File: src/sv/utf8x_pkg.sv
// Shared types, constants and helper functions of the extended UTF-8 codec.
package utf8x_pkg;

	localparam int QUEUE_DEPTH = 2;

	localparam logic FUNC_DEC = 1'b0;
	localparam logic FUNC_ENC = 1'b1;
	localparam logic KIND_DEC = 1'b0;
	localparam logic KIND_ENC = 1'b1;

	localparam logic [7:0] LEAD_7BYTE = 8'hFE;
	localparam logic [7:0] CONT_MARK = 8'h80;
	localparam logic [5:0] CONT_MASK = 6'h3F;

	localparam logic [31:0] ENC_MAX1 = 32'h0000007F;
	localparam logic [31:0] ENC_MAX2 = 32'h000007FF;
	localparam logic [31:0] ENC_MAX3 = 32'h0000FFFF;
	localparam logic [31:0] ENC_MAX4 = 32'h001FFFFF;
	localparam logic [31:0] ENC_MAX5 = 32'h03FFFFFF;
	localparam logic [31:0] ENC_MAX6 = 32'h7FFFFFFF;

	typedef struct packed {
		logic        kind;
		logic [31:0] value;
		logic [2:0]  len;
	} job_t;

	typedef struct packed {
		logic valid;
		job_t job;
	} push_t;

	typedef struct packed {
		logic valid;
		job_t job;
	} head_t;

	function automatic logic [2:0] lead_len(input logic [7:0] b);
		logic [2:0] n;
		if (b < 8'h80) n = 3'd1;
		else if (b < 8'hC0) n = 3'd7;
		else if (b < 8'hE0) n = 3'd2;
		else if (b < 8'hF0) n = 3'd3;
		else if (b < 8'hF8) n = 3'd4;
		else if (b < 8'hFC) n = 3'd5;
		else if (b < 8'hFE) n = 3'd6;
		else n = 3'd7;
		return n;
	endfunction

	function automatic logic [2:0] enc_len(input logic [31:0] u);
		logic [2:0] n;
		if (u <= ENC_MAX1) n = 3'd1;
		else if (u <= ENC_MAX2) n = 3'd2;
		else if (u <= ENC_MAX3) n = 3'd3;
		else if (u <= ENC_MAX4) n = 3'd4;
		else if (u <= ENC_MAX5) n = 3'd5;
		else if (u <= ENC_MAX6) n = 3'd6;
		else n = 3'd7;
		return n;
	endfunction

	function automatic logic [7:0] lead_mask(input logic [2:0] n);
		logic [7:0] m;
		unique case (n)
			3'd1: m = 8'h7F;
			3'd2: m = 8'h1F;
			3'd3: m = 8'h0F;
			3'd4: m = 8'h07;
			3'd5: m = 8'h03;
			3'd6: m = 8'h01;
			default: m = 8'h00;
		endcase
		return m;
	endfunction

	function automatic logic [7:0] lead_mark(input logic [2:0] n);
		logic [7:0] m;
		unique case (n)
			3'd2: m = 8'hC0;
			3'd3: m = 8'hE0;
			3'd4: m = 8'hF0;
			3'd5: m = 8'hF8;
			3'd6: m = 8'hFC;
			3'd7: m = 8'hFE;
			default: m = 8'h00;
		endcase
		return m;
	endfunction

	// Six-bit group number r of a value, counted from the least significant end.
	function automatic logic [5:0] group6(input logic [31:0] v, input logic [2:0] r);
		logic [5:0] g;
		unique case (r)
			3'd0: g = v[5:0];
			3'd1: g = v[11:6];
			3'd2: g = v[17:12];
			3'd3: g = v[23:18];
			3'd4: g = v[29:24];
			3'd5: g = {4'b0, v[31:30]};
			default: g = 6'b0;
		endcase
		return g;
	endfunction

endpackage

File: src/sv/utf8x_if.sv
// Channel interfaces for input items and result words of the codec.
interface utf8x_item_if;
	logic        valid;
	logic        ready;
	logic        func;
	logic [7:0]  in_byte;
	logic [31:0] in_value;

	modport source (output valid, func, in_byte, in_value, input ready);
	modport sink (input valid, func, in_byte, in_value, output ready);
endinterface

interface utf8x_result_if;
	logic        valid;
	logic        ready;
	logic        out_kind;
	logic [31:0] out_value;
	logic [7:0]  out_byte;
	logic [2:0]  seq_len;
	logic        last;

	modport source (output valid, out_kind, out_value, out_byte, seq_len, last, input ready);
	modport sink (input valid, out_kind, out_value, out_byte, seq_len, last, output ready);
endinterface

File: src/sv/extended_utf8_codec.sv
// Extended UTF-8 codec (original 1-6 byte layout plus a 7-byte 0xFE form).
// A decode word takes one byte and a decode result appears after the last
// byte of a sequence; an encode word takes a 32-bit value and yields 1 to 7
// byte results in order, the final one flagged by last. Decoding sustains one
// byte per cycle while results are taken. An encode job holds the output until
// its last byte is out, as the back end emits one byte per cycle while results
// are taken; the job queue (QueueDepth entries) keeps accepting input meanwhile
// and then back-pressures. A word is queued, then held in the result register.
module extended_utf8_codec #(
	parameter int QueueDepth = utf8x_pkg::QUEUE_DEPTH
) (
	input  logic           clk,
	input  logic           arst_n,
	utf8x_item_if.sink     item,
	utf8x_result_if.source result
);
	import utf8x_pkg::*;

	push_t push;
	head_t head;
	logic  full;
	logic  pop;

	utf8x_front u_front (
		.clk    (clk),
		.arst_n (arst_n),
		.item   (item),
		.full   (full),
		.push   (push)
	);

	utf8x_queue #(
		.Depth (QueueDepth)
	) u_queue (
		.clk    (clk),
		.arst_n (arst_n),
		.push   (push),
		.pop    (pop),
		.full   (full),
		.head   (head)
	);

	utf8x_back u_back (
		.clk    (clk),
		.arst_n (arst_n),
		.head   (head),
		.pop    (pop),
		.result (result)
	);

endmodule

File: src/sv/utf8x_front.sv
// Front end: accepts items, runs the byte decoder state and sizes encode jobs.
module utf8x_front (
	input  logic               clk,
	input  logic               arst_n,
	utf8x_item_if.sink         item,
	input  logic               full,
	output utf8x_pkg::push_t   push
);
	import utf8x_pkg::*;

	logic [2:0]  dec_rem_q;
	logic [2:0]  dec_len_q;
	logic [31:0] dec_acc_q;
	logic [2:0]  llen;
	logic [2:0]  rem_nx;
	logic [2:0]  len_nx;
	logic [31:0] acc_nx;
	logic        accept;

	assign item.ready = !full;
	assign accept = item.valid && item.ready;
	assign llen = lead_len(item.in_byte);

	always_comb begin
		if (dec_rem_q == 3'd0) begin
			acc_nx = {24'b0, item.in_byte & lead_mask(llen)};
			rem_nx = llen - 3'd1;
			len_nx = llen;
		end else begin
			// Continuation bytes are taken as they come; only the low six bits count.
			acc_nx = {dec_acc_q[25:0], item.in_byte[5:0] & CONT_MASK};
			rem_nx = dec_rem_q - 3'd1;
			len_nx = dec_len_q;
		end
	end

	always_comb begin
		push.valid = accept && ((item.func == FUNC_ENC) || (rem_nx == 3'd0));
		if (item.func == FUNC_ENC) begin
			push.job.kind = KIND_ENC;
			push.job.value = item.in_value;
			push.job.len = enc_len(item.in_value);
		end else begin
			push.job.kind = KIND_DEC;
			push.job.value = acc_nx;
			push.job.len = len_nx;
		end
	end

	always_ff @(posedge clk or negedge arst_n) begin
		if (!arst_n) begin
			dec_rem_q <= 3'd0;
			dec_len_q <= 3'd0;
			dec_acc_q <= 32'd0;
		end else if (accept && item.func == FUNC_DEC) begin
			dec_rem_q <= rem_nx;
			dec_len_q <= len_nx;
			dec_acc_q <= acc_nx;
		end
	end

`ifndef SYNTHESIS
	a_ascii_emits: assert property (@(posedge clk) disable iff (!arst_n)
		accept && item.func == FUNC_DEC && dec_rem_q == 3'd0 && !item.in_byte[7]
		|-> push.valid)
		else $error("single-byte lead did not produce a decode job");
`endif

endmodule

File: src/sv/utf8x_queue.sv
// Short job queue between the front end and the back end.
module utf8x_queue #(
	parameter int Depth = utf8x_pkg::QUEUE_DEPTH
) (
	input  logic              clk,
	input  logic              arst_n,
	input  utf8x_pkg::push_t  push,
	input  logic              pop,
	output logic              full,
	output utf8x_pkg::head_t  head
);
	import utf8x_pkg::*;

	localparam int PtrW = (Depth > 1) ? $clog2(Depth) : 1;
	localparam int CntW = $clog2(Depth + 1);

	job_t            mem_q [Depth];
	logic [PtrW-1:0] wr_ptr_q;
	logic [PtrW-1:0] rd_ptr_q;
	logic [CntW-1:0] count_q;
	logic            do_push;
	logic            do_pop;

	assign full = (count_q == CntW'(Depth));
	assign head.valid = (count_q != '0);
	assign head.job = mem_q[rd_ptr_q];
	assign do_push = push.valid && !full;
	assign do_pop = pop && head.valid;

	always_ff @(posedge clk) begin
		if (do_push) begin
			mem_q[wr_ptr_q] <= push.job;
		end
	end

	always_ff @(posedge clk or negedge arst_n) begin
		if (!arst_n) begin
			wr_ptr_q <= '0;
			rd_ptr_q <= '0;
			count_q <= '0;
		end else begin
			if (do_push) begin
				wr_ptr_q <= (wr_ptr_q == PtrW'(Depth - 1)) ? '0 : wr_ptr_q + 1'b1;
			end
			if (do_pop) begin
				rd_ptr_q <= (rd_ptr_q == PtrW'(Depth - 1)) ? '0 : rd_ptr_q + 1'b1;
			end
			if (do_push && !do_pop) begin
				count_q <= count_q + 1'b1;
			end else if (do_pop && !do_push) begin
				count_q <= count_q - 1'b1;
			end
		end
	end

`ifndef SYNTHESIS
	a_count_bound: assert property (@(posedge clk) disable iff (!arst_n)
		count_q <= CntW'(Depth))
		else $error("queue occupancy beyond its depth");
`endif

endmodule

File: src/sv/utf8x_back.sv
// Back end: turns queued jobs into result words, one encoded byte per word.
module utf8x_back (
	input  logic              clk,
	input  logic              arst_n,
	input  utf8x_pkg::head_t  head,
	output logic              pop,
	utf8x_result_if.source    result
);
	import utf8x_pkg::*;

	logic        res_valid_q;
	logic        kind_q;
	logic [31:0] value_q;
	logic [7:0]  byte_q;
	logic [2:0]  len_q;
	logic        last_q;
	logic [2:0]  k_q;
	logic        load;
	logic        is_last;
	logic [2:0]  r;
	logic [7:0]  lead;
	logic [7:0]  byte_nx;

	assign load = !res_valid_q || result.ready;
	assign is_last = (head.job.kind == KIND_DEC) || (k_q == head.job.len - 3'd1);
	assign pop = load && head.valid && is_last;
	assign r = head.job.len - 3'd1 - k_q;

	always_comb begin
		if (head.job.len == 3'd1) begin
			lead = head.job.value[7:0];
		end else if (head.job.len == 3'd7) begin
			lead = LEAD_7BYTE;
		end else begin
			lead = ({2'b0, group6(head.job.value, head.job.len - 3'd1)}
				& lead_mask(head.job.len)) | lead_mark(head.job.len);
		end
		if (head.job.kind == KIND_DEC) begin
			byte_nx = 8'd0;
		end else if (k_q == 3'd0) begin
			byte_nx = lead;
		end else begin
			byte_nx = CONT_MARK | {2'b0, group6(head.job.value, r)};
		end
	end

	always_ff @(posedge clk or negedge arst_n) begin
		if (!arst_n) begin
			res_valid_q <= 1'b0;
			k_q <= 3'd0;
		end else if (load) begin
			res_valid_q <= head.valid;
			if (head.valid) begin
				k_q <= is_last ? 3'd0 : k_q + 3'd1;
			end
		end
	end

	always_ff @(posedge clk) begin
		if (load && head.valid) begin
			kind_q <= head.job.kind;
			value_q <= (head.job.kind == KIND_DEC) ? head.job.value : 32'd0;
			byte_q <= byte_nx;
			len_q <= head.job.len;
			last_q <= is_last;
		end
	end

	assign result.valid = res_valid_q;
	assign result.out_kind = kind_q;
	assign result.out_value = value_q;
	assign result.out_byte = byte_q;
	assign result.seq_len = len_q;
	assign result.last = last_q;

`ifndef SYNTHESIS
	a_dec_last: assert property (@(posedge clk) disable iff (!arst_n)
		res_valid_q && kind_q == KIND_DEC |-> last_q)
		else $error("decode result without last flag");
	a_mid_job: assert property (@(posedge clk) disable iff (!arst_n)
		k_q != 3'd0 |-> head.valid && head.job.kind == KIND_ENC)
		else $error("encode job left the queue before its last byte");
	a_k_range: assert property (@(posedge clk) disable iff (!arst_n)
		k_q != 3'd0 |-> k_q < head.job.len)
		else $error("byte index past the sequence length");
`endif

endmodule

File: src/flat_wrapper.sv
// flat-port wrapper written by rule: the top's interface ports become plain ports
module extended_utf8_codec_flat import utf8x_pkg::*;
#(
	parameter int QueueDepth = utf8x_pkg::QUEUE_DEPTH
)
  (clk, arst_n, item_valid, item_func, item_in_byte, item_in_value, item_ready, result_valid, result_out_kind, result_out_value, result_out_byte, result_seq_len, result_last, result_ready);
  utf8x_item_if item_i ();
  utf8x_result_if result_i ();
  input  logic clk;
  input  logic arst_n;
  input wire logic [$bits(item_i.valid)-1:0] item_valid;
  input wire logic [$bits(item_i.func)-1:0] item_func;
  input wire logic [$bits(item_i.in_byte)-1:0] item_in_byte;
  input wire logic [$bits(item_i.in_value)-1:0] item_in_value;
  output wire logic [$bits(item_i.ready)-1:0] item_ready;
  output wire logic [$bits(result_i.valid)-1:0] result_valid;
  output wire logic [$bits(result_i.out_kind)-1:0] result_out_kind;
  output wire logic [$bits(result_i.out_value)-1:0] result_out_value;
  output wire logic [$bits(result_i.out_byte)-1:0] result_out_byte;
  output wire logic [$bits(result_i.seq_len)-1:0] result_seq_len;
  output wire logic [$bits(result_i.last)-1:0] result_last;
  input wire logic [$bits(result_i.ready)-1:0] result_ready;
  assign item_i.valid = item_valid;
  assign item_i.func = item_func;
  assign item_i.in_byte = item_in_byte;
  assign item_i.in_value = item_in_value;
  assign item_ready = item_i.ready;
  assign result_valid = result_i.valid;
  assign result_out_kind = result_i.out_kind;
  assign result_out_value = result_i.out_value;
  assign result_out_byte = result_i.out_byte;
  assign result_seq_len = result_i.seq_len;
  assign result_last = result_i.last;
  assign result_i.ready = result_ready;
  extended_utf8_codec #(.QueueDepth(QueueDepth)) u_core (.clk(clk), .arst_n(arst_n), .item(item_i), .result(result_i));
endmodule
File: config.mk
export PLATFORM = sky130hd
export DESIGN_NAME = extended_utf8_codec_flat
export DESIGN_NICKNAME = d
export VERILOG_FILES = /design/src/sv/utf8x_pkg.sv /design/src/sv/utf8x_if.sv /design/src/sv/extended_utf8_codec.sv /design/src/sv/utf8x_front.sv /design/src/sv/utf8x_queue.sv /design/src/sv/utf8x_back.sv /design/src/flat_wrapper.sv
export SDC_FILE = /design/constraint.sdc
export NUM_CORES = 1
export LEC_CHECK = 0
export ABC_CLOCK_PERIOD_IN_PS = 4900
export BUFFER_PORTS_ARGS = -buffer_cell sky130_fd_sc_hd__clkbuf_2
export CORE_MARGIN = 2
export CORE_UTILIZATION = 58
export DETAILED_ROUTE_END_ITERATION = 8
export PLACE_DENSITY = 0.8
export SYNTH_ARGS = -nofsm -noshare
export SYNTH_HDL_FRONTEND = slang
export SYNTH_SLANG_ARGS = --single-unit
File: constraint.sdc
create_clock -name clk -period 4.9 [get_ports clk]
set_input_delay 0 -clock clk [delete_from_list [all_inputs] [get_ports clk]]
set_output_delay 0 -clock clk [all_outputs]
set_load 0.03 [all_outputs]
==> out/results.txt <==
outcome: finished, final reports clean
# diodes: 0
Reg2Reg Setup Slack: 1.34 ns
maxcap violations: 0
share of layout cells above drive strength 1: 20.0%
routability cong.: 0.876
post-route setup TNS: 0 ns
Clock transition at path regs: 0.06 ns
Post-Synth XOR/XNOR Area: 1.77%
Reg2Reg Depth: 9
Clk Tree Root Cell: clkbuf_16
Yosys reg bits: 157
Design Power: 6.45 mW
boundary pin count: 92
adder-cell share of the synthesized area: 3.07%
RR Endpoint: u_core.u_back.result.out_byte[1]$_SDFFCE_PN0P_
final core utilization: 71.8%
Rows: 41
top_reg_cell synth: edfxtp_1
Worst-Margin Slew: 1.14 ns
Die ar.: 14000 um^2
synth cell count leaders: edfxtp_1 (117), nand2_1 (117), o21ai_0 (79)
clock latency on the worst-skew pair: 0.43 ns
Port Buffers: 91
Syn Area/Cell: 11.4 um^2
pwr dens: 709 nW/um^2
antenna-violating nets left: 0
Slew Limit Headroom: 22.0%
Slew Viols, Final: 0
core area: 12700 um^2
Hold Fails Final Rpt: 0
largest net degree at the start of global routing: 75
Worst Setup EP: u_core.u_back.result.out_byte[1]$_SDFFCE_PN0P_
Clock Path Buffers: 2
Nets: 839
fin area: 9100 um^2
Hold Path Class: in -> reg
# clock sinks: 157
DR DRC count: 0
post-synthesis cell type count: 61
top-area cell type share of the netlist area: 46.4%
critical path class: reg -> reg
Tot GR Track Use: 25.2%
cell taking the most area after synthesis: edfxtp_1
die width: 118 um
post-layout minimum cycle time: 3.56 ns
ranking of synthesized cells by area: edfxtp_1 (46%), dfrtp_1 (13%), nand2_1 (5.8%), o21ai_0 (5.2%), mux2i_1 (4.0%)
CTS Buf Count: 17
placed cell areas: 8140 um^2
EDFF count, synth: 117
CP Capture Type: flop
vias in the first global route: 5399
final worst path period share: 72.7%
worst-path fanout max: 17
post-DR wirelength/cell: 17.7 um
crit path launch type: flop
area fraction in compound gates after synthesis: 12.0%
Mapped Nets: 725
DRT iter0 DRCs: 507
first-pass GRT wire length: 27300 um
post-CTS setup buffers: 0
synthesized cell area: 7570 um^2
grt ovf: 0
Fmax: 0.281 GHz
setup violators final: 0
Layout area overhead: 20.2%
htree depth: 4
Seq/Total Area, Yosys: 59.6%
CTS tree: done
Reg2Reg Launch Point: u_core.u_queue.rd_ptr_q$_DFFE_PN0P_
Vias: 5603
dpl hpwl: 11600 um
RSZ-0062 raised after global routing: no
largest family of logic cells by synthesized area: simple AND/OR/NAND/NOR gates
Die Height: 118 um
Critical path origin: u_core.u_queue.rd_ptr_q$_DFFE_PN0P_
dpl ws: 1.45 ns
leakage: 3.66 nW
Max IR drop VDD: 450 uV
worst endpoint data arrival time: 3.70 ns
dpl cells: 894
Post-synth ARST share: 25.5%
post-synthesis mux area share: 7.68%
non-filler instance count after layout: 961
setup ws final: 1.34 ns
critical path required time: 5.03 ns
final WL: 17000 um
hold slack: 0.0224 ns
simple logic cell fraction of the synthesized area: 12.6%
Initial Util: 59.8%
antenna violations before repair: 0
Yosys Warn Count: 0
vias per cell: 5.83
DR pass1 iterations: 5
worst clock skew: 0.00623 ns
synthesized instance count: 662
-- timing repair --
item                      CTS  global route
hold buffers               35             0
resized for setup           0             0
hold endpoints to repair  101             0
-- power by group --
part           internal [mW]  switching [mW]
logic                  0.980            1.89
registers               2.03           0.193
clock network          0.851           0.510
total                   3.86            2.59
-- metal layers --
metal	vias up	global-route usage [%]	routed length [um]
li1	2621	-	-
met1	2665	35.1	7380
met2	277	38.7	7850
met3	40	5.02	1290
met4	0	11.4	511
met5	-	0	0
-- sequential cells by signal, indices dropped and copies added, names as in the netlist, 2 cells and up --
signal	count
u_core.u_front.dec_len_q	3
u_core.u_queue.count_q	2
u_core.u_back.result.out_value	32
u_core.u_queue.mem_q	72
u_core.u_back.result.seq_len	3
u_core.u_front.dec_acc_q	26
u_core.u_back.result.out_byte	8
u_core.u_front.dec_rem_q	3
u_core.u_back.k_q	3
-- cells by family (layout without fill, tap and decap cells) --
kind of cell,after synthesis,count (layout)
compound gates,148,148
xor+xnor,11,11
fa+ha+maj,18,18
buf+inv,60,187
flops,157,157
mux,48,48
simple gates,220,220
-- area by class of cell --
cell class	instances	area [um^2]
flip-flops and latches	157	4520
fillers	877	3570
multi-input cells	445	2820
well taps	172	215
repair buffers	133	858
clock buffers	21	440
inverters	22	85.1
clock inverters	11	168
-- worst min-delay path by stage --
| stage | slack, ns | depth (start not counted) | startpoint | end |
|---|---|---|---|---|
| after floorplan | -0.30 | 0 | arst_n | u_core.u_back.k_q[0]$_DFFE_PN0P_ |
| after global placement | 0.23 | 1 | arst_n | u_core.u_front.dec_rem_q[0]$_DFFE_PN0P_ |
| after detailed placement | 0.23 | 1 | arst_n | u_core.u_front.dec_rem_q[0]$_DFFE_PN0P_ |
| after CTS | 0.005 | 3 | item_in_value[1] | u_core.u_queue.mem_q[1][4]$_DFFE_PP_ |
| after global routing | 0.04 | 3 | item_in_value[1] | u_core.u_queue.mem_q[1][4]$_DFFE_PP_ |
| final | 0.02 | 3 | item_in_value[28] | u_core.u_queue.mem_q[0][31]$_DFFE_PP_ |
-- layout by cell type (no fill, tap or decap), types with 19 or more instances in the layout --
master / Yosys / layout
inv_1: 20 / 19
o21ai_0: 79 / 79
clkbuf_2: 0 / 91
mux2i_1: 30 / 30
nand2_1: 117 / 117
nor2_1: 47 / 47
edfxtp_1: 117 / 117
dfrtp_1: 40 / 39
dlygate4sd3_1: 0 / 35
-- critical path, stage by stage (launching register included) --
cell	delay (ns)
dfrtp_2	0.45
mux2i_1	0.39
inv_1	0.17
ha_1	0.23
fa_1	0.96
mux4_2	0.40
a221oi_1	0.28
nand2_1	0.11
a21oi_1	0.20
nor3_1	0.07
(Power assumes the default switching activity.)
